<file path="config.mk">
export PLATFORM = sky130hd
export DESIGN_NAME = uart_byte_packetizer_fifo_flat
export DESIGN_NICKNAME = d
export VERILOG_FILES = /design/src/hw/rtl/ubp_pkg.sv /design/src/hw/rtl/ubp_ifs.sv /design/src/hw/rtl/ubp_ctrl.sv /design/src/hw/rtl/ubp_dpath.sv /design/src/hw/rtl/uart_byte_packetizer_fifo.sv /design/src/flat_wrapper.sv
export SDC_FILE = /design/constraint.sdc
export NUM_CORES = 2
export LEC_CHECK = 0
export BUFFER_PORTS_ARGS = -buffer_cell sky130_fd_sc_hd__clkbuf_2
export CAP_MARGIN = 15
export CORE_ASPECT_RATIO = 1.2
export CORE_MARGIN = 2
export CORE_UTILIZATION = 35
export CTS_BUF_LIST = sky130_fd_sc_hd__clkbuf_16
export CTS_CLUSTER_SIZE = 25
export DETAILED_ROUTE_END_ITERATION = 10
export GPL_TIMING_DRIVEN = 0
export SYNTH_ARGS = -nofsm -noshare
export SYNTH_HDL_FRONTEND = slang
export SYNTH_SLANG_ARGS = --single-unit
</file>
<file path="constraint.sdc">
create_clock -name clk -period 12.86 [get_ports clk]
set_input_delay 0.643 -clock clk [delete_from_list [all_inputs] [get_ports clk]]
set_output_delay 0.643 -clock clk [all_outputs]
set_load 0.02 [all_outputs]
</file>
<file path="src/hw/rtl/ubp_pkg.sv">
// Package with the sizes, command codes, shared types and helpers of the byte packetizer.
package ubp_pkg;

    localparam int ROW_BYTES = 20;
    localparam int ROWS      = 16;

    localparam int ROW_W  = (ROWS > 1) ? $clog2(ROWS) : 1;
    localparam int USED_W = $clog2(ROWS + 1);
    localparam int LEN_W  = $clog2(ROW_BYTES + 1);
    localparam int ADDR_W = $clog2(ROWS * ROW_BYTES);
    localparam int CMD_W  = 2;
    localparam int BYTE_W = 8;
    localparam int PLEN_W = 5;
    localparam int CNT_W  = 16;

    localparam logic [CMD_W-1:0] CMD_RX      = 2'd0;
    localparam logic [CMD_W-1:0] CMD_TIMEOUT = 2'd1;
    localparam logic [CMD_W-1:0] CMD_POP     = 2'd2;
    localparam logic [CMD_W-1:0] CMD_TX_DONE = 2'd3;

    localparam logic [CNT_W-1:0] CNT_MAX = '1;

    typedef struct packed {
        logic take;
        logic exec;
        logic rd;
        logic emit;
    } ubp_cmd_t;

    typedef struct packed {
        logic pop_run;
        logic run_last;
    } ubp_stat_t;

    typedef struct packed {
        logic [BYTE_W-1:0] out_byte;
        logic              byte_valid;
        logic              last_of_run;
        logic [PLEN_W-1:0] popped_length;
        logic              send_request;
        logic              ring_full;
        logic              ring_empty;
        logic              receiving;
        logic              byte_dropped;
        logic [CNT_W-1:0]  full_events;
        logic [CNT_W-1:0]  empty_events;
    } ubp_result_t;

    function automatic logic [ROW_W-1:0] row_inc(input logic [ROW_W-1:0] r);
        logic [ROW_W-1:0] n;
        n = (r == ROW_W'(ROWS - 1)) ? '0 : r + 1'b1;
        return n;
    endfunction

    function automatic logic [CNT_W-1:0] sat_inc(input logic [CNT_W-1:0] c);
        logic [CNT_W-1:0] n;
        n = (c == CNT_MAX) ? c : c + 1'b1;
        return n;
    endfunction

endpackage

</file>
<file path="src/hw/rtl/ubp_ifs.sv">
// Request and result channel interfaces of the byte packetizer.
interface ubp_in_if
    import ubp_pkg::*;
();
    logic              valid;
    logic              ready;
    logic [CMD_W-1:0]  command;
    logic [BYTE_W-1:0] rx_byte;

    modport source (output valid, command, rx_byte, input ready);
    modport sink (input valid, command, rx_byte, output ready);
endinterface

interface ubp_out_if
    import ubp_pkg::*;
();
    logic              valid;
    logic              ready;
    logic [BYTE_W-1:0] out_byte;
    logic              byte_valid;
    logic              last_of_run;
    logic [PLEN_W-1:0] popped_length;
    logic              send_request;
    logic              ring_full;
    logic              ring_empty;
    logic              receiving;
    logic              byte_dropped;
    logic [CNT_W-1:0]  full_events;
    logic [CNT_W-1:0]  empty_events;

    modport source (output valid, out_byte, byte_valid, last_of_run, popped_length,
                    send_request, ring_full, ring_empty, receiving, byte_dropped,
                    full_events, empty_events, input ready);
    modport sink (input valid, out_byte, byte_valid, last_of_run, popped_length,
                  send_request, ring_full, ring_empty, receiving, byte_dropped,
                  full_events, empty_events, output ready);
endinterface

</file>
<file path="src/hw/rtl/ubp_ctrl.sv">
// Controller state machine that sequences requests, row pops and the result register.
module ubp_ctrl
    import ubp_pkg::*;
(
    input  logic      clk,
    input  logic      rst_n,
    input  logic      in_valid,
    output logic      in_ready,
    input  logic      out_ready,
    output logic      out_valid,
    input  ubp_stat_t stat,
    output ubp_cmd_t  cmd
);

    localparam logic [1:0] S_IDLE   = 2'd0;
    localparam logic [1:0] S_POP_RD = 2'd1;
    localparam logic [1:0] S_POP_WR = 2'd2;

    logic [1:0] state_reg, state_next;
    logic       hold_vld_reg, hold_vld_next;
    logic       out_vld_reg, out_vld_next;
    logic       out_free;

    assign out_free  = !out_vld_reg || out_ready;
    assign in_ready  = !hold_vld_reg;
    assign out_valid = out_vld_reg;

    always_comb
    begin
        state_next    = state_reg;
        hold_vld_next = hold_vld_reg;
        out_vld_next  = out_vld_reg && !out_ready;
        cmd           = '0;
        cmd.take      = in_valid && !hold_vld_reg;
        if (cmd.take)
        begin
            hold_vld_next = 1'b1;
        end
        case (state_reg)
            S_IDLE:
            begin
                if (hold_vld_reg && out_free)
                begin
                    cmd.exec      = 1'b1;
                    hold_vld_next = 1'b0;
                    if (stat.pop_run)
                    begin
                        state_next = S_POP_RD;
                    end
                    else
                    begin
                        out_vld_next = 1'b1;
                    end
                end
            end
            S_POP_RD:
            begin
                cmd.rd     = 1'b1;
                state_next = S_POP_WR;
            end
            S_POP_WR:
            begin
                if (out_free)
                begin
                    cmd.emit     = 1'b1;
                    out_vld_next = 1'b1;
                    state_next   = stat.run_last ? S_IDLE : S_POP_RD;
                end
            end
            default:
            begin
                state_next = S_IDLE;
            end
        endcase
    end

    always_ff @(posedge clk or negedge rst_n)
    begin
        if (!rst_n)
        begin
            state_reg    <= S_IDLE;
            hold_vld_reg <= 1'b0;
            out_vld_reg  <= 1'b0;
        end
        else
        begin
            state_reg    <= state_next;
            hold_vld_reg <= hold_vld_next;
            out_vld_reg  <= out_vld_next;
        end
    end

endmodule

</file>
<file path="src/hw/rtl/ubp_dpath.sv">
// Datapath with the ring pointers, the row memories, the event counters and the result register.
module ubp_dpath
    import ubp_pkg::*;
(
    input  logic              clk,
    input  logic              rst_n,
    input  logic              cfg_we,
    input  logic              cfg_wdata,
    input  logic [CMD_W-1:0]  in_command,
    input  logic [BYTE_W-1:0] in_rx_byte,
    input  ubp_cmd_t          cmd,
    output ubp_stat_t         stat,
    output ubp_result_t       result
);

    localparam logic [ADDR_W-1:0] RB_A   = ADDR_W'(ROW_BYTES);
    localparam logic [LEN_W-1:0]  RB_L   = LEN_W'(ROW_BYTES);
    localparam logic [USED_W-1:0] ROWS_U = USED_W'(ROWS);

    logic [BYTE_W-1:0] row_mem [ROWS*ROW_BYTES];
    logic [LEN_W-1:0]  len_mem [ROWS];

    logic              recv_en_reg;
    logic [CMD_W-1:0]  hold_cmd_reg;
    logic [BYTE_W-1:0] hold_byte_reg;
    logic [ROW_W-1:0]  write_row_reg, write_row_next;
    logic [ROW_W-1:0]  read_row_reg, read_row_next;
    logic [USED_W-1:0] rows_used_reg, rows_used_next;
    logic [LEN_W-1:0]  open_len_reg, open_len_next;
    logic              rx_run_reg, rx_run_next;
    logic              tx_busy_reg, tx_busy_next;
    logic [CNT_W-1:0]  full_cnt_reg, full_cnt_next;
    logic [CNT_W-1:0]  empty_cnt_reg, empty_cnt_next;
    logic [ADDR_W-1:0] addr_reg;
    logic [LEN_W-1:0]  cnt_reg;
    logic [LEN_W-1:0]  len_reg;
    logic [BYTE_W-1:0] rdata_reg;
    ubp_result_t       result_reg;

    logic              mem_we;
    logic              len_we;
    logic              closing;
    logic              send;
    logic              dropped;
    logic [LEN_W-1:0]  close_len;
    logic [ADDR_W-1:0] waddr;

    assign stat.pop_run  = (hold_cmd_reg == CMD_POP) && (rows_used_reg != '0);
    assign stat.run_last = (cnt_reg + LEN_W'(1)) == len_reg;
    assign waddr         = ADDR_W'(write_row_reg) * RB_A + ADDR_W'(open_len_reg);
    assign result        = result_reg;

    always_comb
    begin
        write_row_next = write_row_reg;
        read_row_next  = read_row_reg;
        rows_used_next = rows_used_reg;
        open_len_next  = open_len_reg;
        rx_run_next    = rx_run_reg;
        tx_busy_next   = tx_busy_reg;
        full_cnt_next  = full_cnt_reg;
        empty_cnt_next = empty_cnt_reg;
        mem_we         = 1'b0;
        len_we         = 1'b0;
        closing        = 1'b0;
        send           = 1'b0;
        dropped        = 1'b0;
        case (hold_cmd_reg)
            CMD_RX:
            begin
                if (!recv_en_reg || !rx_run_reg || open_len_reg >= RB_L)
                begin
                    dropped = 1'b1;
                end
                else
                begin
                    mem_we        = 1'b1;
                    open_len_next = open_len_reg + 1'b1;
                    closing       = (open_len_next == RB_L);
                end
            end
            CMD_TIMEOUT:
            begin
                closing = (open_len_reg != '0);
            end
            CMD_POP:
            begin
                if (rows_used_reg != '0)
                begin
                    read_row_next  = row_inc(read_row_reg);
                    rows_used_next = rows_used_reg - 1'b1;
                    if (rows_used_next == '0)
                    begin
                        empty_cnt_next = sat_inc(empty_cnt_reg);
                        if (!rx_run_reg)
                        begin
                            write_row_next = '0;
                            read_row_next  = '0;
                            open_len_next  = '0;
                            tx_busy_next   = 1'b0;
                            rx_run_next    = 1'b1;
                        end
                    end
                end
            end
            CMD_TX_DONE:
            begin
                tx_busy_next = 1'b0;
            end
            default:
            begin
            end
        endcase
        close_len = open_len_next;
        if (closing && rows_used_reg < ROWS_U)
        begin
            len_we         = 1'b1;
            write_row_next = row_inc(write_row_reg);
            rows_used_next = rows_used_reg + 1'b1;
            open_len_next  = '0;
            if (rows_used_next == ROWS_U)
            begin
                full_cnt_next = sat_inc(full_cnt_reg);
                rx_run_next   = 1'b0;
            end
            if (!tx_busy_reg)
            begin
                tx_busy_next = 1'b1;
                send         = 1'b1;
            end
        end
    end

    always_ff @(posedge clk or negedge rst_n)
    begin
        if (!rst_n)
        begin
            recv_en_reg   <= 1'b1;
            write_row_reg <= '0;
            read_row_reg  <= '0;
            rows_used_reg <= '0;
            open_len_reg  <= '0;
            rx_run_reg    <= 1'b1;
            tx_busy_reg   <= 1'b0;
            full_cnt_reg  <= '0;
            empty_cnt_reg <= '0;
        end
        else
        begin
            if (cfg_we)
            begin
                recv_en_reg <= cfg_wdata;
            end
            if (cmd.exec)
            begin
                write_row_reg <= write_row_next;
                read_row_reg  <= read_row_next;
                rows_used_reg <= rows_used_next;
                open_len_reg  <= open_len_next;
                rx_run_reg    <= rx_run_next;
                tx_busy_reg   <= tx_busy_next;
                full_cnt_reg  <= full_cnt_next;
                empty_cnt_reg <= empty_cnt_next;
            end
        end
    end

    always_ff @(posedge clk)
    begin
        if (cmd.exec && mem_we)
        begin
            row_mem[waddr] <= hold_byte_reg;
        end
        if (cmd.rd)
        begin
            rdata_reg <= row_mem[addr_reg];
        end
    end

    always_ff @(posedge clk)
    begin
        if (cmd.exec && len_we)
        begin
            len_mem[write_row_reg] <= close_len;
        end
        if (cmd.exec && stat.pop_run)
        begin
            len_reg <= len_mem[read_row_reg];
        end
    end

    always_ff @(posedge clk)
    begin
        if (cmd.take)
        begin
            hold_cmd_reg  <= in_command;
            hold_byte_reg <= in_rx_byte;
        end
        if (cmd.exec && stat.pop_run)
        begin
            addr_reg <= ADDR_W'(read_row_reg) * RB_A;
            cnt_reg  <= '0;
        end
        else if (cmd.emit)
        begin
            addr_reg <= addr_reg + 1'b1;
            cnt_reg  <= cnt_reg + 1'b1;
        end
        if (cmd.exec && !stat.pop_run)
        begin
            result_reg.out_byte      <= '0;
            result_reg.byte_valid    <= 1'b0;
            result_reg.last_of_run   <= 1'b1;
            result_reg.popped_length <= '0;
            result_reg.send_request  <= send;
            result_reg.ring_full     <= (rows_used_next >= ROWS_U);
            result_reg.ring_empty    <= (rows_used_next == '0);
            result_reg.receiving     <= rx_run_next;
            result_reg.byte_dropped  <= dropped;
            result_reg.full_events   <= full_cnt_next;
            result_reg.empty_events  <= empty_cnt_next;
        end
        else if (cmd.emit)
        begin
            result_reg.out_byte      <= rdata_reg;
            result_reg.byte_valid    <= 1'b1;
            result_reg.last_of_run   <= stat.run_last;
            result_reg.popped_length <= PLEN_W'(len_reg);
            result_reg.send_request  <= 1'b0;
            result_reg.ring_full     <= (rows_used_reg >= ROWS_U);
            result_reg.ring_empty    <= (rows_used_reg == '0);
            result_reg.receiving     <= rx_run_reg;
            result_reg.byte_dropped  <= 1'b0;
            result_reg.full_events   <= full_cnt_reg;
            result_reg.empty_events  <= empty_cnt_reg;
        end
    end

endmodule

</file>
<file path="src/hw/rtl/uart_byte_packetizer_fifo.sv">
// Top level of the UART byte packetizer with its ring of closed rows.
//
//   channel  | direction | payload
//   in_ch    | sink      | command, rx_byte
//   out_ch   | source    | out_byte, byte_valid, last_of_run, popped_length, status, counters
//   cfg      | write     | cfg_wdata is receive_enable
//
// A request that is not a pop of a stored row yields exactly one result.
// A pop of a row of L bytes yields L results: each byte is one read of the row memory
// and one load of the result register.
// The next request is taken into a holding register while a result still waits.
// Reset clears the pointers, counters and busy flags and sets receiving and receive enable;
// the row memories are not cleared. A stalled result channel holds the sequencer until the result register is free.
module uart_byte_packetizer_fifo
    import ubp_pkg::*;
(
    input  logic      clk,
    input  logic      rst_n,
    input  logic      cfg_we,
    input  logic      cfg_wdata,
    ubp_in_if.sink    in_ch,
    ubp_out_if.source out_ch
);

    ubp_cmd_t    cmd;
    ubp_stat_t   stat;
    ubp_result_t result;

    ubp_ctrl u_ctrl (
        .clk       (clk),
        .rst_n     (rst_n),
        .in_valid  (in_ch.valid),
        .in_ready  (in_ch.ready),
        .out_ready (out_ch.ready),
        .out_valid (out_ch.valid),
        .stat      (stat),
        .cmd       (cmd)
    );

    ubp_dpath u_dpath (
        .clk        (clk),
        .rst_n      (rst_n),
        .cfg_we     (cfg_we),
        .cfg_wdata  (cfg_wdata),
        .in_command (in_ch.command),
        .in_rx_byte (in_ch.rx_byte),
        .cmd        (cmd),
        .stat       (stat),
        .result     (result)
    );

    assign out_ch.out_byte      = result.out_byte;
    assign out_ch.byte_valid    = result.byte_valid;
    assign out_ch.last_of_run   = result.last_of_run;
    assign out_ch.popped_length = result.popped_length;
    assign out_ch.send_request  = result.send_request;
    assign out_ch.ring_full     = result.ring_full;
    assign out_ch.ring_empty    = result.ring_empty;
    assign out_ch.receiving     = result.receiving;
    assign out_ch.byte_dropped  = result.byte_dropped;
    assign out_ch.full_events   = result.full_events;
    assign out_ch.empty_events  = result.empty_events;

    a_full_stops_rx: assert property (@(posedge clk) disable iff (!rst_n)
        out_ch.valid && out_ch.ring_full |-> !out_ch.receiving && !out_ch.ring_empty)
        else $error("full ring reported while receiving or empty");

    a_pop_len: assert property (@(posedge clk) disable iff (!rst_n)
        out_ch.valid && out_ch.byte_valid |-> out_ch.popped_length != '0)
        else $error("row byte without a row length");

    a_pop_clean: assert property (@(posedge clk) disable iff (!rst_n)
        out_ch.valid && out_ch.byte_valid |-> !out_ch.send_request && !out_ch.byte_dropped)
        else $error("row byte carries request flags");

    a_single_last: assert property (@(posedge clk) disable iff (!rst_n)
        out_ch.valid && !out_ch.byte_valid |-> out_ch.last_of_run)
        else $error("single result without last marker");

endmodule
</file>
<file path="src/flat_wrapper.sv">
// flat-port wrapper written by rule: the top's interface ports become plain ports
module uart_byte_packetizer_fifo_flat import ubp_pkg::*;
  (clk, rst_n, cfg_we, cfg_wdata, in_ch_valid, in_ch_command, in_ch_rx_byte, in_ch_ready, out_ch_valid, out_ch_out_byte, out_ch_byte_valid, out_ch_last_of_run, out_ch_popped_length, out_ch_send_request, out_ch_ring_full, out_ch_ring_empty, out_ch_receiving, out_ch_byte_dropped, out_ch_full_events, out_ch_empty_events, out_ch_ready);
  ubp_in_if in_ch_i ();
  ubp_out_if out_ch_i ();
  input  logic clk;
  input  logic rst_n;
  input  logic cfg_we;
  input  logic cfg_wdata;
  input wire logic [$bits(in_ch_i.valid)-1:0] in_ch_valid;
  input wire logic [$bits(in_ch_i.command)-1:0] in_ch_command;
  input wire logic [$bits(in_ch_i.rx_byte)-1:0] in_ch_rx_byte;
  output wire logic [$bits(in_ch_i.ready)-1:0] in_ch_ready;
  output wire logic [$bits(out_ch_i.valid)-1:0] out_ch_valid;
  output wire logic [$bits(out_ch_i.out_byte)-1:0] out_ch_out_byte;
  output wire logic [$bits(out_ch_i.byte_valid)-1:0] out_ch_byte_valid;
  output wire logic [$bits(out_ch_i.last_of_run)-1:0] out_ch_last_of_run;
  output wire logic [$bits(out_ch_i.popped_length)-1:0] out_ch_popped_length;
  output wire logic [$bits(out_ch_i.send_request)-1:0] out_ch_send_request;
  output wire logic [$bits(out_ch_i.ring_full)-1:0] out_ch_ring_full;
  output wire logic [$bits(out_ch_i.ring_empty)-1:0] out_ch_ring_empty;
  output wire logic [$bits(out_ch_i.receiving)-1:0] out_ch_receiving;
  output wire logic [$bits(out_ch_i.byte_dropped)-1:0] out_ch_byte_dropped;
  output wire logic [$bits(out_ch_i.full_events)-1:0] out_ch_full_events;
  output wire logic [$bits(out_ch_i.empty_events)-1:0] out_ch_empty_events;
  input wire logic [$bits(out_ch_i.ready)-1:0] out_ch_ready;
  assign in_ch_i.valid = in_ch_valid;
  assign in_ch_i.command = in_ch_command;
  assign in_ch_i.rx_byte = in_ch_rx_byte;
  assign in_ch_ready = in_ch_i.ready;
  assign out_ch_valid = out_ch_i.valid;
  assign out_ch_out_byte = out_ch_i.out_byte;
  assign out_ch_byte_valid = out_ch_i.byte_valid;
  assign out_ch_last_of_run = out_ch_i.last_of_run;
  assign out_ch_popped_length = out_ch_i.popped_length;
  assign out_ch_send_request = out_ch_i.send_request;
  assign out_ch_ring_full = out_ch_i.ring_full;
  assign out_ch_ring_empty = out_ch_i.ring_empty;
  assign out_ch_receiving = out_ch_i.receiving;
  assign out_ch_byte_dropped = out_ch_i.byte_dropped;
  assign out_ch_full_events = out_ch_i.full_events;
  assign out_ch_empty_events = out_ch_i.empty_events;
  assign out_ch_i.ready = out_ch_ready;
  uart_byte_packetizer_fifo u_core (.clk(clk), .rst_n(rst_n), .cfg_we(cfg_we), .cfg_wdata(cfg_wdata), .in_ch(in_ch_i), .out_ch(out_ch_i));
endmodule
</file>
==> Word level (Yosys, flattened, before mapping) <==
Memory sizes are Yosys's and may differ from the RTL's. A register that Yosys moved wholly into a read port is not among the register bits.
Cells that the tools add are included.
{ "op_classes": {"eq_ne": 16, "add_sub_neg": 10, "muxes": 70, "n_lt_le_gt_ge": 4, "reduce_logical": 33, "n_mul": 2} }
{ "ops": {"columns": ["cell", "n"], "rows": [
  ["2-to-1 mux 16 bit", 7],
  ["2-to-1 mux 37 bit", 2],
  ["2-to-1 mux 5 bit", 8],
  ["2-to-1 mux 4 bit", 9],
  ["2-to-1 mux 1 bit", 34],
  ["adder 16 x 1 -> 16 bit, second input constant", 2],
  ["equality test 16 bit, second input constant", 2],
  ["2-to-1 mux 9 bit", 2],
  ["adder 5 x 1 -> 5 bit, second input constant", 3],
  [">= comparator 5 bit, second input constant", 3],
  ["zero test 5 bit", 3],
  ["multiplier 4 x 3 -> 7 bit, second input constant", 2],
  ["equality test 5 bit, second input constant", 2],
  ["one-hot mux 5 bit (2 select lines)", 1],
  ["nonzero test 2 bit", 5],
  ["nonzero test 5 bit", 2],
  ["adder 9 x 1 -> 9 bit, second input constant", 1],
  ["adder 9 x 5 -> 9 bit", 1],
  ["logical AND 1 bit", 9],
  ["adder 4 x 1 -> 4 bit, second input constant", 2],
  ["equality test 4 bit, second input constant", 2],
  ["equality test 2 bit, second input constant", 3],
  ["zero test 1 bit", 6],
  ["2-to-1 mux 2 bit", 3],
  ["12 further kinds", 21]
]} }
{ "totals": {"ramBits": 2640, "regBits": 133, "wordCells": 165, "n_memories": 2, "inputBits": 16} }
{ "memory_table": {"columns": ["name", "words", "word_bits", "rd", "rd_ports_with_merged_regs", "write_ports", "line_no", "rtl"], "rows": [
  ["u_core.u_dpath.row_mem", 320, 8, 1, 1, 1, "ubp_dpath.sv:20", "logic [BYTE_W-1:0] row_mem [ROWS*ROW_BYTES];"],
  ["u_core.u_dpath.len_mem", 16, 5, 1, 1, 1, "ubp_dpath.sv:21", "logic [LEN_W-1:0] len_mem [ROWS];"]
]} }

==> Longest topological paths before layout <==
{ "depth": {"word_depth": 10, "ltp_mapped": 14, "depth_no_buf": 10} }

==> By module <==
A second synthesis with hierarchy kept.
{ "unflattened": {"cells_unflattened": 5409, "area_unflattened_um2": 109251.0} }
{ "by_module_without_submodules": {"columns": ["mod", "instances", "cells_per_inst", "area_per_inst_um2"], "rows": [
  ["ubp_dpath", 1, 5388, 109034.6],
  ["ubp_ctrl", 1, 21, 216.5]
]} }

==> Worst setup path after synthesis <==
No wires, ideal clock.
{ "synth_path": {"path_kind": "register to register", "start": "register u_core.u_dpath.hold_byte_reg[0]", "end": "memory u_core.u_dpath.row_mem[0][0], data pin", "setup_ns": 0.972, "period_less_slack_ns": 4.933, "path_buffers": 0, "t_required_ns": 11.888, "path_slack_ns": 7.927, "stages_incl_launch_ff": 1, "t_arrival_ns": 3.961, "path_cell_list": "edfxtp_1"} }
{ "synth_rtl": {"columns": ["element", "line_no", "rtl"], "rows": [
  ["from (decl)", "ubp_dpath.sv:25", "logic [BYTE_W-1:0] hold_byte_reg;"],
  ["from (signal assigned)", "ubp_dpath.sv:197", "hold_byte_reg <= in_rx_byte;"],
  ["to (decl)", "ubp_dpath.sv:20", null]
]} }
Straight into the memory's write port.

==> results.json <==
{
  "status": "completed",
  "cts_root_buf": "clkbuf_16",
  "p_comb_share_pct": 30.0,
  "grt_max_degree": 58,
  "yosys_register_bits": 2786,
  "required_ps": 13400,
  "yosysMostFrequentCell": "edfxtp_1",
  "synth_fa_ha_area_share_pct": 0.3855,
  "synth.area.top_cells": "edfxtp_1, mux4_2, mux2i_1",
  "drt_iter0_markers": 7500,
  "grt_antenna_before_repair": 12,
  "yosys.area_share.simple_pct": 3.214,
  "placedCellCount": 9883,
  "crit_chain": "buf_2 -> buf_2 -> buf_2 -> buf_1 -> nor2_1 -> a221oi_1 -> a21oi_1 -> o32ai_1 -> o32ai_1 -> nor3_1 -> nor3_1",
  "drive_gt1_share_pct": 21.39,
  "final_nets": 6135,
  "period_minus_slack_ps": 6609,
  "yosysSeqAreaShare_pct": 75.81,
  "p_leak_uw": 0.04018,
  "seqPwrFrac_pct": 39.9,
  "hold_violations": 0,
  "path_buf_inv": 4,
  "gp_congestion": 0.9418,
  "cts_resized": 0,
  "largest_reg_flops": 2560,
  "synth_edf_count": 2707,
  "end_kind": "flop",
  "clkTransAtPathRegs_ps": 70,
  "cp_slowest_cell": "a221oi_1",
  "ant_nets": 0,
  "cts.sinks": 2786,
  "intPower_uw": 17740,
  "avgSynthCellArea_um2": 19.63,
  "cts_buffer_depth": 4,
  "drv_cap": 0,
  "pwr_density_cell_mw_per_mm2": 207.3,
  "crit_path_start_kind": "flop",
  "postCtsHoldBufs": 11,
  "swShare_pct": 32.86,
  "synth_fp_nets": 5636,
  "finalSetupTns_ps": 0,
  "chipHeight_um": 617.3,
  "grt_pass1_wl_mm": 454.2,
  "finalCritPeriodShare_pct": 51.39,
  "synthesis.area_mm2": 0.1097,
  "synth.distinct_cells": 75,
  "rsz0062_at_grt": "false",
  "worstMarginPinSlew_ps": 1383,
  "synth_compound_area_share_pct": 3.785,
  "die_x_um": 515.0,
  "area_growth_pct": 16.21,
  "fin_skew_ps": 48.45,
  "synth-xor-area-share_pct": 0.5430,
  "clk_latency_ps": 900,
  "rows": 225,
  "drt_first_pass_iters": 7,
  "slew_headroom_pct": 7.785,
  "crit_top_cell": "buf_2",
  "cp_max_fo": 10,
  "start_util_pct": 35.10,
  "routed_via_density": 5.646,
  "drt_wl_total_mm": 329.6,
  "stdcell_count": 10400,
  "numCtsBuffers": 277,
  "max_stage_delay_ps": 1050,
  "synth_top_family_by_area": "multiplexers",
  "cts_tree": "built",
  "synthMuxAreaShare_pct": 14.55,
  "drv_slew": 0,
  "dieArea_mm2": 0.3179,
  "io_buffers": 69,
  "grt_pass1_vias": 59030,
  "timing.hold.ws_ps": 37.07,
  "synth.top_cell.area_share_pct": 74.11,
  "setup_viol": 0,
  "grt-ovfl-total": 0,
  "remaining_drc_errors": 0,
  "crit_type": "reg2reg",
  "post_cts_buffers": 0,
  "h-tree-depth": 5,
  "coreArea_mm2": 0.3125,
  "yosys-top-cells-count": "edfxtp_1, mux4_2, nor2_1",
  "ir_drop_mv": 0.1737,
  "fill_cells": 27400,
  "regArea_mm2": 0.08316,
  "power_frac_clock_pct": 30.1,
  "synthCells": 5588,
  "synthArstFlopShare_pct": 2.046,
  "dp_hpwl_mm": 230.6,
  "yosys_warnings": 0,
  "timing.fmax_mhz": 151.3,
  "ios": 70,
  "switchingPower_uw": 8685,
  "yosys.area.top_type": "edfxtp_1",
  "cp_top_family": "buffers and inverters",
  "worstPathArrival_ps": 7150,
  "synthFlopType": "edfxtp_1",
  "wl_per_cell_um": 31.68,
  "vias": 58740,
  "grt_use_total_pct": 20.30,
  "multi_input_area_mm2": 0.02467,
  "min_path_type": "in2reg"
}
placed cells by master (no fill, tap or decap), types with 42 or more instances in the layout:
master     count
buf_2         44
a21oi_1      120
clkbuf_1     169
nand2_1      164
edfxtp_1    2707
mux2_2        43
nor2_1       464
inv_1         65
clkinv_2      48
clkbuf_16    287
mux4_2       545
buf_1         45
o22ai_1       69
clkinv_1      67
mux2i_1      319
buf_4         46
buf_16       110
o21ai_0       71
clkbuf_2     103
xnor2_1       42
nand3_1       55
o221ai_1      85
dfrtp_1       55
worst min-delay path: stages:
cell,delay (ps)
clkbuf_2,110
nor2_1,40
nor2_1,70
metrics by stage:
| step | power, µW | instance area (µm²) | setup WS [ps] | utilization, % |
|---|---|---|---|---|
| CTS | 26420 | 127400 | 6690 | 40.78 |
| global placement | 18330 | 115100 | 2515 | 36.85 |
| detailed placement | 18560 | 118600 | 6729 | 37.96 |
| finish | 26430 | 127500 | 6251 | 40.79 |
| floorplan | 15140 | 109700 | 7927 | - |
| global route | 27020 | 127400 | 6604 | 40.78 |
worst paths after layout:
path,from,to,slack (ps),depth (start not counted)
worst max-delay path,u_core.u_dpath.addr_reg[1],u_core.u_dpath.rdata_reg[6],6250,11
worst min-delay path,in_ch_valid,u_core.u_ctrl.hold_vld_reg,40,3
worst max register to register,u_core.u_dpath.addr_reg[1],u_core.u_dpath.rdata_reg[6],6250,11
worst min register to register,u_core.u_dpath.result[51],u_core.u_dpath.result[51],470,2
max in group asynchronous,rst_n,u_core.u_dpath.full_cnt_reg[5],11790,2
min in group asynchronous,rst_n,u_core.u_dpath.empty_cnt_reg[1],460,2
power groups by stage:
stage / sequential (µW) / clock (µW) / combinational [µW]
after detailed placement: 10700 / 0 / 7810
after CTS: 10600 / 8020 / 7830
final: 10600 / 7950 / 7920
after floorplan: 11100 / 0 / 4090
after global placement: 11400 / 0 / 6960
after global routing: 10600 / 8360 / 8090
cell type report:
class	count	area share (%)
clock inverters	202	1.192
clock buffers	287	5.634
repair buffers	220	3.028
plain buffers	362	1.450
flip-flops and latches	2786	65.23
multi-input cells	2421	19.36
inverters	19	0.05595
diodes	20	0.03926
well taps	4086	4.011
routing by layer:
layer	part of all wire (%)	wire [µm]	GRT usage [%]	vias up
met5	0.038	126	0	-
met4	5.8	19200	10.79	10
met3	8.4	27670	4.277	758
met2	49	162800	34.02	3065
met1	36	119800	24.55	31000
li1	-	-	-	23900
cell families (layout without fill, tap and decap cells):
| group | Yosys count | in the layout |
|---|---|---|
| other cells | 0 | 20 |
| buf+inv | 381 | 1090 |
| xor+xnor | 68 | 68 |
| simple gates | 821 | 821 |
| compound gates | 592 | 592 |
| mux | 908 | 908 |
| fa+ha+maj | 32 | 32 |
| flops | 2786 | 2786 |
(Power assumes the default switching activity.)
